`config.mk`:
```
export PLATFORM = sky130hd
export DESIGN_NAME = rssi_paced_led_blinker_flat
export DESIGN_NICKNAME = d
export VERILOG_FILES = /design/src/rtl/rpl_pkg.sv /design/src/rtl/rpl_tick_if.sv /design/src/rtl/rpl_led_if.sv /design/src/rtl/rpl_cfg_if.sv /design/src/rtl/rpl_front.sv /design/src/rtl/rpl_queue.sv /design/src/rtl/rpl_back.sv /design/src/rtl/rssi_paced_led_blinker.sv /design/src/flat_wrapper.sv
export SDC_FILE = /design/constraint.sdc
export NUM_CORES = 1
export LEC_CHECK = 0
export BUFFER_PORTS_ARGS = -buffer_cell sky130_fd_sc_hd__buf_2
export CORE_UTILIZATION = 50
export CTS_CLUSTER_SIZE = 12
export DETAILED_ROUTE_END_ITERATION = 7
export MAX_ROUTING_LAYER = met4
export PLACE_DENSITY = 0.67
export SYNTH_ARGS = -nofsm -noshare
export SYNTH_HDL_FRONTEND = slang
export SYNTH_HIERARCHICAL = 1
export SYNTH_SLANG_ARGS = --single-unit
```
`constraint.sdc`:
```
create_clock -name i_clk -period 7.8 [get_ports i_clk]
set_input_delay 0.39 -clock i_clk [delete_from_list [all_inputs] [get_ports i_clk]]
set_output_delay 0.39 -clock i_clk [all_outputs]
set_load 0.01 [all_outputs]
```
`src/rtl/rpl_pkg.sv`:
```
`timescale 1ns / 1ps
`default_nettype none
// ----------------------------------------------------------------------------
// rpl_pkg
// Types and constants shared by the signal strength paced LED blinker.
// ----------------------------------------------------------------------------
package rpl_pkg;

    localparam int unsigned NOW_W     = 32;
    localparam int unsigned SLOT_BITS = 3;   // eight pulse slots per cycle

    localparam logic signed [7:0] RSSI_HIGH_DBM = -8'sd30;
    localparam logic signed [7:0] RSSI_LOW_DBM  = -8'sd90;

    localparam logic [9:0] PERIOD_SLOW_MS = 10'd800;
    localparam logic [7:0] PULSE_MIN_MS   = 8'd50;

    // (offset * 650) / 60 for offset 0..60, upper entries padded with the top value
    localparam logic [9:0] SPAN_TBL [64] = '{
        10'd0,   10'd10,  10'd21,  10'd32,  10'd43,  10'd54,
        10'd65,  10'd75,  10'd86,  10'd97,  10'd108, 10'd119,
        10'd130, 10'd140, 10'd151, 10'd162, 10'd173, 10'd184,
        10'd195, 10'd205, 10'd216, 10'd227, 10'd238, 10'd249,
        10'd260, 10'd270, 10'd281, 10'd292, 10'd303, 10'd314,
        10'd325, 10'd335, 10'd346, 10'd357, 10'd368, 10'd379,
        10'd390, 10'd400, 10'd411, 10'd422, 10'd433, 10'd444,
        10'd455, 10'd465, 10'd476, 10'd487, 10'd498, 10'd509,
        10'd520, 10'd530, 10'd541, 10'd552, 10'd563, 10'd574,
        10'd585, 10'd595, 10'd606, 10'd617, 10'd628, 10'd639,
        10'd650, 10'd650, 10'd650, 10'd650
    };

    typedef enum logic [1:0] {
        MODE_OFF    = 2'd0,
        MODE_SINGLE = 2'd1,
        MODE_TRIPLE = 2'd2
    } t_mode;

    typedef struct packed {
        logic [NOW_W-1:0] now_ms;
        t_mode            mode;
        logic [8:0]       half;
        logic [7:0]       pulse;
    } t_cmd;

endpackage
`default_nettype wire

```
`src/rtl/rpl_tick_if.sv`:
```
`timescale 1ns / 1ps
`default_nettype none
// ----------------------------------------------------------------------------
// rpl_tick_if
// Tick channel: time, mode and signal strength with valid/ready.
// ----------------------------------------------------------------------------
interface rpl_tick_if;
    logic              valid;
    logic              ready;
    logic [31:0]       now_ms;
    logic [1:0]        mode;
    logic signed [7:0] signal_strength;

    modport source (output valid, output now_ms, output mode, output signal_strength,
                    input ready);
    modport sink   (input valid, input now_ms, input mode, input signal_strength,
                    output ready);
endinterface
`default_nettype wire

```
`src/rtl/rpl_led_if.sv`:
```
`timescale 1ns / 1ps
`default_nettype none
// ----------------------------------------------------------------------------
// rpl_led_if
// Result channel: LED pin level and lit flag with valid/ready.
// ----------------------------------------------------------------------------
interface rpl_led_if;
    logic valid;
    logic ready;
    logic led_level;
    logic led_lit;

    modport source (output valid, output led_level, output led_lit, input ready);
    modport sink   (input valid, input led_level, input led_lit, output ready);
endinterface
`default_nettype wire

```
`src/rtl/rpl_cfg_if.sv`:
```
`timescale 1ns / 1ps
`default_nettype none
// ----------------------------------------------------------------------------
// rpl_cfg_if
// Configuration write channel carrying the active_low register value.
// ----------------------------------------------------------------------------
interface rpl_cfg_if;
    logic valid;
    logic ready;
    logic data;

    modport source (output valid, output data, input ready);
    modport sink   (input valid, input data, output ready);
endinterface
`default_nettype wire

```
`src/rtl/rpl_front.sv`:
```
`timescale 1ns / 1ps
`default_nettype none
// ----------------------------------------------------------------------------
// rpl_front
// Accepts ticks, clamps the strength, looks up the period and builds the
// command for the back end.
// ----------------------------------------------------------------------------
module rpl_front (
    rpl_tick_if.sink     i_tick,
    input  wire logic    i_full,
    output logic         o_push,
    output rpl_pkg::t_cmd o_cmd
);
    import rpl_pkg::*;

    logic signed [7:0] clamped;
    logic signed [7:0] diff;
    logic [5:0]        offset;
    logic [9:0]        period;
    logic [7:0]        quarter;

    assign i_tick.ready = !i_full;
    assign o_push       = i_tick.valid && !i_full;

    always_comb begin
        if (i_tick.signal_strength > RSSI_HIGH_DBM) begin
            clamped = RSSI_HIGH_DBM;
        end else if (i_tick.signal_strength < RSSI_LOW_DBM) begin
            clamped = RSSI_LOW_DBM;
        end else begin
            clamped = i_tick.signal_strength;
        end
        diff    = clamped - RSSI_LOW_DBM;
        offset  = diff[5:0];
        period  = PERIOD_SLOW_MS - SPAN_TBL[offset];
        quarter = period[9:2];

        o_cmd.now_ms = i_tick.now_ms;
        o_cmd.half   = period[9:1];
        o_cmd.pulse  = (quarter < PULSE_MIN_MS) ? PULSE_MIN_MS : quarter;
        case (t_mode'(i_tick.mode))
            MODE_SINGLE: o_cmd.mode = MODE_SINGLE;
            MODE_TRIPLE: o_cmd.mode = MODE_TRIPLE;
            default:     o_cmd.mode = MODE_OFF;   // unused code behaves as off
        endcase
    end

endmodule
`default_nettype wire

```
`src/rtl/rpl_queue.sv`:
```
`timescale 1ns / 1ps
`default_nettype none
// ----------------------------------------------------------------------------
// rpl_queue
// Small command queue between the front and back ends.
// ----------------------------------------------------------------------------
module rpl_queue #(
    parameter int unsigned DEPTH = 2
) (
    input  wire logic          i_clk,
    input  wire logic          i_rst_n,
    input  wire logic          i_push,
    input  wire rpl_pkg::t_cmd i_cmd,
    input  wire logic          i_pop,
    output logic               o_full,
    output logic               o_empty,
    output rpl_pkg::t_cmd      o_cmd
);
    import rpl_pkg::*;

    localparam int unsigned PTR_W = (DEPTH > 1) ? $clog2(DEPTH) : 1;
    localparam int unsigned CNT_W = $clog2(DEPTH + 1);

    t_cmd             r_mem [DEPTH];
    logic [PTR_W-1:0] r_wr_ptr;
    logic [PTR_W-1:0] r_rd_ptr;
    logic [CNT_W-1:0] r_count;

    logic do_push;
    logic do_pop;

    assign o_full  = (r_count == CNT_W'(DEPTH));
    assign o_empty = (r_count == '0);
    assign o_cmd   = r_mem[r_rd_ptr];
    assign do_push = i_push && !o_full;
    assign do_pop  = i_pop && !o_empty;

    always_ff @(posedge i_clk) begin
        if (do_push) begin
            r_mem[r_wr_ptr] <= i_cmd;
        end
    end

    always_ff @(posedge i_clk) begin
        if (!i_rst_n) begin
            r_wr_ptr <= '0;
            r_rd_ptr <= '0;
            r_count  <= '0;
        end else begin
            if (do_push) begin
                r_wr_ptr <= (r_wr_ptr == PTR_W'(DEPTH - 1)) ? '0 : r_wr_ptr + 1'b1;
            end
            if (do_pop) begin
                r_rd_ptr <= (r_rd_ptr == PTR_W'(DEPTH - 1)) ? '0 : r_rd_ptr + 1'b1;
            end
            if (do_push && !do_pop) begin
                r_count <= r_count + 1'b1;
            end else if (do_pop && !do_push) begin
                r_count <= r_count - 1'b1;
            end
        end
    end

endmodule
`default_nettype wire

```
`src/rtl/rpl_back.sv`:
```
`timescale 1ns / 1ps
`default_nettype none
// ----------------------------------------------------------------------------
// rpl_back
// Executes commands: off output, single blink state update, triple pulse slot check
// through a bit-serial modulo, and the output register.
// ----------------------------------------------------------------------------
module rpl_back (
    input  wire logic          i_clk,
    input  wire logic          i_rst_n,
    input  wire rpl_pkg::t_cmd i_cmd,
    input  wire logic          i_empty,
    input  wire logic          i_active_low,
    output logic               o_pop,
    rpl_led_if.source          o_led
);
    import rpl_pkg::*;

    typedef enum logic [2:0] {
        ST_IDLE = 3'b001,
        ST_DIV  = 3'b010,
        ST_SLOT = 3'b100
    } t_back_state;

    t_back_state      r_state, n_state;
    logic [NOW_W-1:0] r_last, n_last;
    logic             r_phase, n_phase;
    logic             r_out_valid, n_out_valid;
    logic             r_level, n_level;
    logic             r_lit, n_lit;
    logic [NOW_W-1:0] r_dvd, n_dvd;
    logic [10:0]      r_rem, n_rem;
    logic [4:0]       r_cnt, n_cnt;
    logic [7:0]       r_pulse, n_pulse;

    logic             out_free;
    logic             lit_v;
    logic [NOW_W-1:0] elapsed;
    logic [10:0]      cycle;
    logic [11:0]      rem_sh;
    logic [10:0]      p1, p2, p3, p4, p5;
    logic             slot_lit;

    assign o_led.valid     = r_out_valid;
    assign o_led.led_level = r_level;
    assign o_led.led_lit   = r_lit;

    always_comb begin
        cycle    = 11'(r_pulse) << SLOT_BITS;
        rem_sh   = {r_rem, r_dvd[NOW_W-1]};
        p1       = 11'(r_pulse);
        p2       = p1 << 1;
        p3       = p2 + p1;
        p4       = p1 << 2;
        p5       = p4 + p1;
        slot_lit = (r_rem < p1) ||
                   ((r_rem >= p2) && (r_rem < p3)) ||
                   ((r_rem >= p4) && (r_rem < p5));
        elapsed  = i_cmd.now_ms - r_last;
    end

    always_comb begin
        n_state     = r_state;
        n_last      = r_last;
        n_phase     = r_phase;
        n_out_valid = r_out_valid;
        n_level     = r_level;
        n_lit       = r_lit;
        n_dvd       = r_dvd;
        n_rem       = r_rem;
        n_cnt       = r_cnt;
        n_pulse     = r_pulse;
        o_pop       = 1'b0;
        lit_v       = 1'b0;

        out_free = !r_out_valid || o_led.ready;
        if (r_out_valid && o_led.ready) begin
            n_out_valid = 1'b0;
        end

        case (r_state)
            ST_IDLE: begin
                if (!i_empty && out_free) begin
                    o_pop = 1'b1;
                    case (i_cmd.mode)
                        MODE_SINGLE: begin
                            lit_v = r_phase;
                            if (elapsed >= NOW_W'(i_cmd.half)) begin
                                lit_v   = !r_phase;
                                n_phase = !r_phase;
                                n_last  = i_cmd.now_ms;
                            end
                            n_out_valid = 1'b1;
                            n_lit       = lit_v;
                            n_level     = lit_v ^ i_active_low;
                        end
                        MODE_TRIPLE: begin
                            n_dvd   = i_cmd.now_ms;
                            n_rem   = '0;
                            n_cnt   = '0;
                            n_pulse = i_cmd.pulse;
                            n_state = ST_DIV;
                        end
                        default: begin
                            n_out_valid = 1'b1;
                            n_lit       = 1'b0;
                            n_level     = i_active_low;
                        end
                    endcase
                end
            end
            ST_DIV: begin
                // one remainder bit per cycle, msb first
                if (rem_sh >= 12'(cycle)) begin
                    n_rem = 11'(rem_sh - 12'(cycle));
                end else begin
                    n_rem = rem_sh[10:0];
                end
                n_dvd = r_dvd << 1;
                n_cnt = r_cnt + 1'b1;
                if (r_cnt == 5'(NOW_W - 1)) begin
                    n_state = ST_SLOT;
                end
            end
            ST_SLOT: begin
                if (out_free) begin
                    n_out_valid = 1'b1;
                    n_lit       = slot_lit;
                    n_level     = slot_lit ^ i_active_low;
                    n_state     = ST_IDLE;
                end
            end
            default: begin
                n_state = ST_IDLE;
            end
        endcase
    end

    always_ff @(posedge i_clk) begin
        if (!i_rst_n) begin
            r_state     <= ST_IDLE;
            r_last      <= '0;
            r_phase     <= 1'b0;
            r_out_valid <= 1'b0;
        end else begin
            r_state     <= n_state;
            r_last      <= n_last;
            r_phase     <= n_phase;
            r_out_valid <= n_out_valid;
        end
    end

    always_ff @(posedge i_clk) begin
        r_level <= n_level;
        r_lit   <= n_lit;
        r_dvd   <= n_dvd;
        r_rem   <= n_rem;
        r_cnt   <= n_cnt;
        r_pulse <= n_pulse;
    end

endmodule
`default_nettype wire

```
`src/rtl/rssi_paced_led_blinker.sv`:
```
`timescale 1ns / 1ps
`default_nettype none
// ----------------------------------------------------------------------------
// rssi_paced_led_blinker
// LED blinker paced by received signal strength.
//
// i_tick carries now_ms, mode and signal_strength; each accepted transaction
// yields exactly one o_led transaction with led_level and led_lit, in order.
// i_cfg writes active_low; it is always ready and should be written only
// while no tick is in flight.
// The front end classifies a tick in the accept cycle and pushes a command
// into a QUEUE_DEPTH entry queue; ticks are taken while the queue has room.
// Off and single blink commands pass through the queue to the output register.
// Triple pulse runs a bit-serial 32-bit modulo in the back end, which takes
// no new command until that modulo is done and its result is registered.
// A stalled o_led holds its result; the queue keeps taking ticks until full.
// Reset (synchronous, active low) clears the queue, the blink state, the
// last toggle time and active_low.
// ----------------------------------------------------------------------------
module rssi_paced_led_blinker #(
    parameter int unsigned QUEUE_DEPTH = 2
) (
    input  wire logic i_clk,
    input  wire logic i_rst_n,
    rpl_tick_if.sink  i_tick,
    rpl_cfg_if.sink   i_cfg,
    rpl_led_if.source o_led
);
    import rpl_pkg::*;

    logic r_active_low;
    logic push;
    logic full;
    logic empty;
    logic pop;
    t_cmd front_cmd;
    t_cmd queue_cmd;

    assign i_cfg.ready = 1'b1;

    always_ff @(posedge i_clk) begin
        if (!i_rst_n) begin
            r_active_low <= 1'b0;
        end else if (i_cfg.valid) begin
            r_active_low <= i_cfg.data;
        end
    end

    rpl_front u_front (
        .i_tick (i_tick),
        .i_full (full),
        .o_push (push),
        .o_cmd  (front_cmd)
    );

    rpl_queue #(
        .DEPTH (QUEUE_DEPTH)
    ) u_queue (
        .i_clk   (i_clk),
        .i_rst_n (i_rst_n),
        .i_push  (push),
        .i_cmd   (front_cmd),
        .i_pop   (pop),
        .o_full  (full),
        .o_empty (empty),
        .o_cmd   (queue_cmd)
    );

    rpl_back u_back (
        .i_clk        (i_clk),
        .i_rst_n      (i_rst_n),
        .i_cmd        (queue_cmd),
        .i_empty      (empty),
        .i_active_low (r_active_low),
        .o_pop        (pop),
        .o_led        (o_led)
    );

endmodule
`default_nettype wire

```
`src/flat_wrapper.sv`:
```
// flat-port wrapper written by rule: the top's interface ports become plain ports
module rssi_paced_led_blinker_flat import rpl_pkg::*;
#(
    parameter int unsigned QUEUE_DEPTH = 2
)
  (i_clk, i_rst_n, i_tick_valid, i_tick_now_ms, i_tick_mode, i_tick_signal_strength, i_tick_ready, i_cfg_valid, i_cfg_data, i_cfg_ready, o_led_valid, o_led_led_level, o_led_led_lit, o_led_ready);
  rpl_tick_if i_tick_i ();
  rpl_cfg_if i_cfg_i ();
  rpl_led_if o_led_i ();
  input  wire logic i_clk;
  input  wire logic i_rst_n;
  input wire logic [$bits(i_tick_i.valid)-1:0] i_tick_valid;
  input wire logic [$bits(i_tick_i.now_ms)-1:0] i_tick_now_ms;
  input wire logic [$bits(i_tick_i.mode)-1:0] i_tick_mode;
  input wire logic [$bits(i_tick_i.signal_strength)-1:0] i_tick_signal_strength;
  output wire logic [$bits(i_tick_i.ready)-1:0] i_tick_ready;
  input wire logic [$bits(i_cfg_i.valid)-1:0] i_cfg_valid;
  input wire logic [$bits(i_cfg_i.data)-1:0] i_cfg_data;
  output wire logic [$bits(i_cfg_i.ready)-1:0] i_cfg_ready;
  output wire logic [$bits(o_led_i.valid)-1:0] o_led_valid;
  output wire logic [$bits(o_led_i.led_level)-1:0] o_led_led_level;
  output wire logic [$bits(o_led_i.led_lit)-1:0] o_led_led_lit;
  input wire logic [$bits(o_led_i.ready)-1:0] o_led_ready;
  assign i_tick_i.valid = i_tick_valid;
  assign i_tick_i.now_ms = i_tick_now_ms;
  assign i_tick_i.mode = i_tick_mode;
  assign i_tick_i.signal_strength = i_tick_signal_strength;
  assign i_tick_ready = i_tick_i.ready;
  assign i_cfg_i.valid = i_cfg_valid;
  assign i_cfg_i.data = i_cfg_data;
  assign i_cfg_ready = i_cfg_i.ready;
  assign o_led_valid = o_led_i.valid;
  assign o_led_led_level = o_led_i.led_level;
  assign o_led_led_lit = o_led_i.led_lit;
  assign o_led_i.ready = o_led_ready;
  rssi_paced_led_blinker #(.QUEUE_DEPTH(QUEUE_DEPTH)) u_core (.i_clk(i_clk), .i_rst_n(i_rst_n), .i_tick(i_tick_i), .i_cfg(i_cfg_i), .o_led(o_led_i));
endmodule
```
==> impl_results.md <==
* Status: completed
* Max Clock Freq at 166 MHz
* Post-synth top area share at 0.346
* Main flop type after synthesis: edfxtp_1
* Setup CP Type: flip-flop to flip-flop
* Least-Margin Pin Slew at roughly 1.2 ns
* Final Worst Setup Slack at 1.77 ns
* Wire per inst at between 15 and 20 µm
* Post-synth EDFFs at 160
* Placed Instances at 1770
* Starting Density at 0.513
* Leak at ~5.6 nW
* Largest net degree at the start of global routing at 53
* Setup Buffers After CTS at 0
* Post-DP HPWL at 21700 µm
* Multiplexer area fraction after synthesis at 0.0529
* Pins Over Slew Limit at 0
* Antenna fix cells at 0
* YS warnings at 6
* Resized Gates After CTS at 0
* Buffers on Ports at 51
* WP data required at 8.05 ns
* Die X-Extent at 169 µm
* R2r setup slk at approximately 1.8 ns
* Most common cell in the netlist: edfxtp_1
* Detailed Route WL at 31300 µm
* Via count at 10645
* Initial drt markers at 881
* XOR/XNOR share of the synthesized area at 0.0309
* Layout area overhead at 6.48%
* Drt drc at 0
* Post-synthesis sequential element count at 203
* Pre-CTS WS at 1.39 ns
* Compound-cell area share of the yosys netlist at 0.180
* Setup violators final at 0
* Post-Synthesis Cells at around 1400
* Slew HR at 0.193
* Biggest area consumer among synthesized cells: edfxtp_1
* Hold Path Class: input pin to flip-flop
* CTS Sinks at 203
* Gpl congestion at 0.921
* Cts hold-fix bufs at 0
* Tmin final at 6.03 ns
* Num CTS Buffers at 22
* Minimum hold slack at 0.0701 ns
* Total Nets Final at 1583
* Mean post-synth cell area at approximately 9.6 µm²
* Most instantiated cells after synthesis: 160 x edfxtp_1, 159 x nand2_1, 116 x a21oi_1, 109 x ha_1, 84 x nor2_1
* Largest family of logic cells by synthesized area: compound AO/OA/AOI/OAI gates
* Period Utilization, post-route at 0.773
* Crit end category: flip-flop
* First-pass GRT wire length at a little over 50000 µm
* FFs w/ async S/R, synth at 0
* Maximum VDD drop at 0.189 mV
* All-Layer GR Usage at 0.225
* Synth area leaders: edfxtp_1 35%, ha_1 9.8%, dfxtp_1 6.2%, nand2_1 4.3%, mux2_2 4.2%
* PwrDens at about 340 mW/mm²
* Final Hold Vio Count at 0
* H-tree depth at 1
* Fill count at 2390
* Vias in the first global route at 9915
* Vias per inst at a little under 6
* Final ANT Viol Nets at 0
* CTS tree: done
* I/O pin count at 53
* Non-Filler Instances at 1810
* Clk root buf: clkbuf_16
* Core area at 0.0271 mm²
* Die height at between 150 and 200 µm
* Post-synthesis sequential area ratio at 0.408
* Syn Std Cell Area at ~0.014 mm²
* Worst-Skew Late Latency at 0.51 ns
* CP Max Fanout at 30
* Post-Synth Adder-Cell Area at 0.104
* Post-Route Skew at 0.0160 ns
* Synth Area in Simple Gates at 0.160
* RSZ-0062 raised after global routing: false
* Crit path launch type: flip-flop
* CTS max path bufs at 3
* Antenna violations before repair at 0
* Row cnt at 60
* Remaining global-route overflow at 0
* Yosys cell types at 95
* Syn nets at 1603
* TritonRoute pass-1 iters at 5
* WP data arrival at approximately 6.3 ns
* Clock slew at reported path FFs at 0.06 ns
* Max-Cap Viols at 0
* Setup_tns at 0 ns
* Share of post-route cells with drive strength above 1 at 0.127
* Die area at 0.0285 mm²
## logic make-up after synthesis
logic type	count (synthesis)
AND/OR/NAND/NOR	452
AO/OA/AOI/OAI	374
flip-flops	203
buffers and inverters	186
adder cells (fa/ha/maj)	113
multiplexers	67
XOR/XNOR	46
other	1
## placed cells by master, fill, tap and decap left out, types with 9 or more instances in the layout
master / count
edfxtp_1: 160
nand2_1: 159
a21oi_1: 115
ha_1: 109
nor2_1: 82
o21ai_0: 79
inv_1: 78
nand3_1: 57
mux2_2: 52
buf_2: 51
dfxtp_1: 42
xnor2_1: 24
a21o_1: 24
clkbuf_16: 23
nor3_1: 22
nor2b_1: 21
xor2_1: 20
a211oi_1: 19
nand2b_1: 18
mux2i_1: 15
clkbuf_1: 14
and2_1: 14
nand4_1: 13
o31ai_1: 12
or3_1: 11
o21a_1: 11
a31oi_1: 11
buf_4: 10
o211ai_1: 9
## metrics by stage
| step | area [µm²] | util | total power [mW] |
|---|---|---|---|
| 3_3_place_gp | 14100 | 0.521 | 3.94 |
| 5_1_grt | 14800 | 0.546 | 5.33 |
| 6_report | 14800 | 0.546 | 4.97 |
| 2_1_floorplan | 13900 | - | 3.46 |
| 3_5_place_dp | 14100 | 0.521 | 3.99 |
| 4_1_cts | 14800 | 0.546 | 4.98 |
## flip-flops by register name, summed over array words and instances (netlist names), 2 cells and up, named ones only
name and cells:
u_core/u_back/r_cnt 5, u_core/u_back/r_dvd 32, u_core/u_back/r_last 32, u_core/u_back/r_pulse 8, u_core/u_back/r_rem 11, u_core/u_back/r_state 3, u_core/u_queue/r_count 2, u_core/u_queue/r_mem 102
## critical path: stages, from the launching register on
cell	delay, ns
dfxtp_2	0.91
mux2_2	0.32
inv_1	0.07
ha_1	0.22
fa_1	0.41
nand2b_1	0.24
a21oi_1	0.28
nor2_1	0.13
o21bai_1	0.15
a21oi_1	0.10
xnor2_1	0.14
ha_1	0.29
nand3_1	0.10
nor3_1	0.07
o31ai_1	0.10
o31ai_1	0.13
or4_1	0.51
nor4_1	0.27
nand4_1	0.33
or4_1	0.59
a31o_2	0.26
xor2_1	0.14
## routing by layer
layer | track usage | routed length [µm]
met3 | 0.0231 | 1430
met1 | 0.327 | 15500
met2 | 0.341 | 13800
met4 | 0.0462 | 547
met5 | - | 0
## layout make-up
type                       instances  area (µm²)  area share
clock inverter                     1        7.51    0.000507
timing repair buffer              61         330      0.0223
multi-input combinational       1053        7370       0.498
clock buffer                      39         656      0.0443
inverter                          81         304      0.0205
tap                              372         465      0.0315
sequential                       203        5670       0.383
## report_power, final
part	switching (mW)	leakage, nW	internal, mW	total [mW]
Sequential	0.122	1.83	1.46	1.58
Combinational	1.47	3.44	0.955	2.42
Clock	0.400	0.314	0.565	0.965
## worst paths after layout
path                                                from  cells after the start                             to
worst min register to register  u_core/u_back/r_last[25]                      2       u_core/u_back/r_last[25]
worst max-delay path                           flip-flop                     21  u_core/u_back/o_led.led_level
worst max register to register                 flip-flop                     21  u_core/u_back/o_led.led_level
worst min-delay path                   i_tick_now_ms[31]                      1    u_core/u_queue/r_mem[0][50]
(Power assumes the default switching activity.)
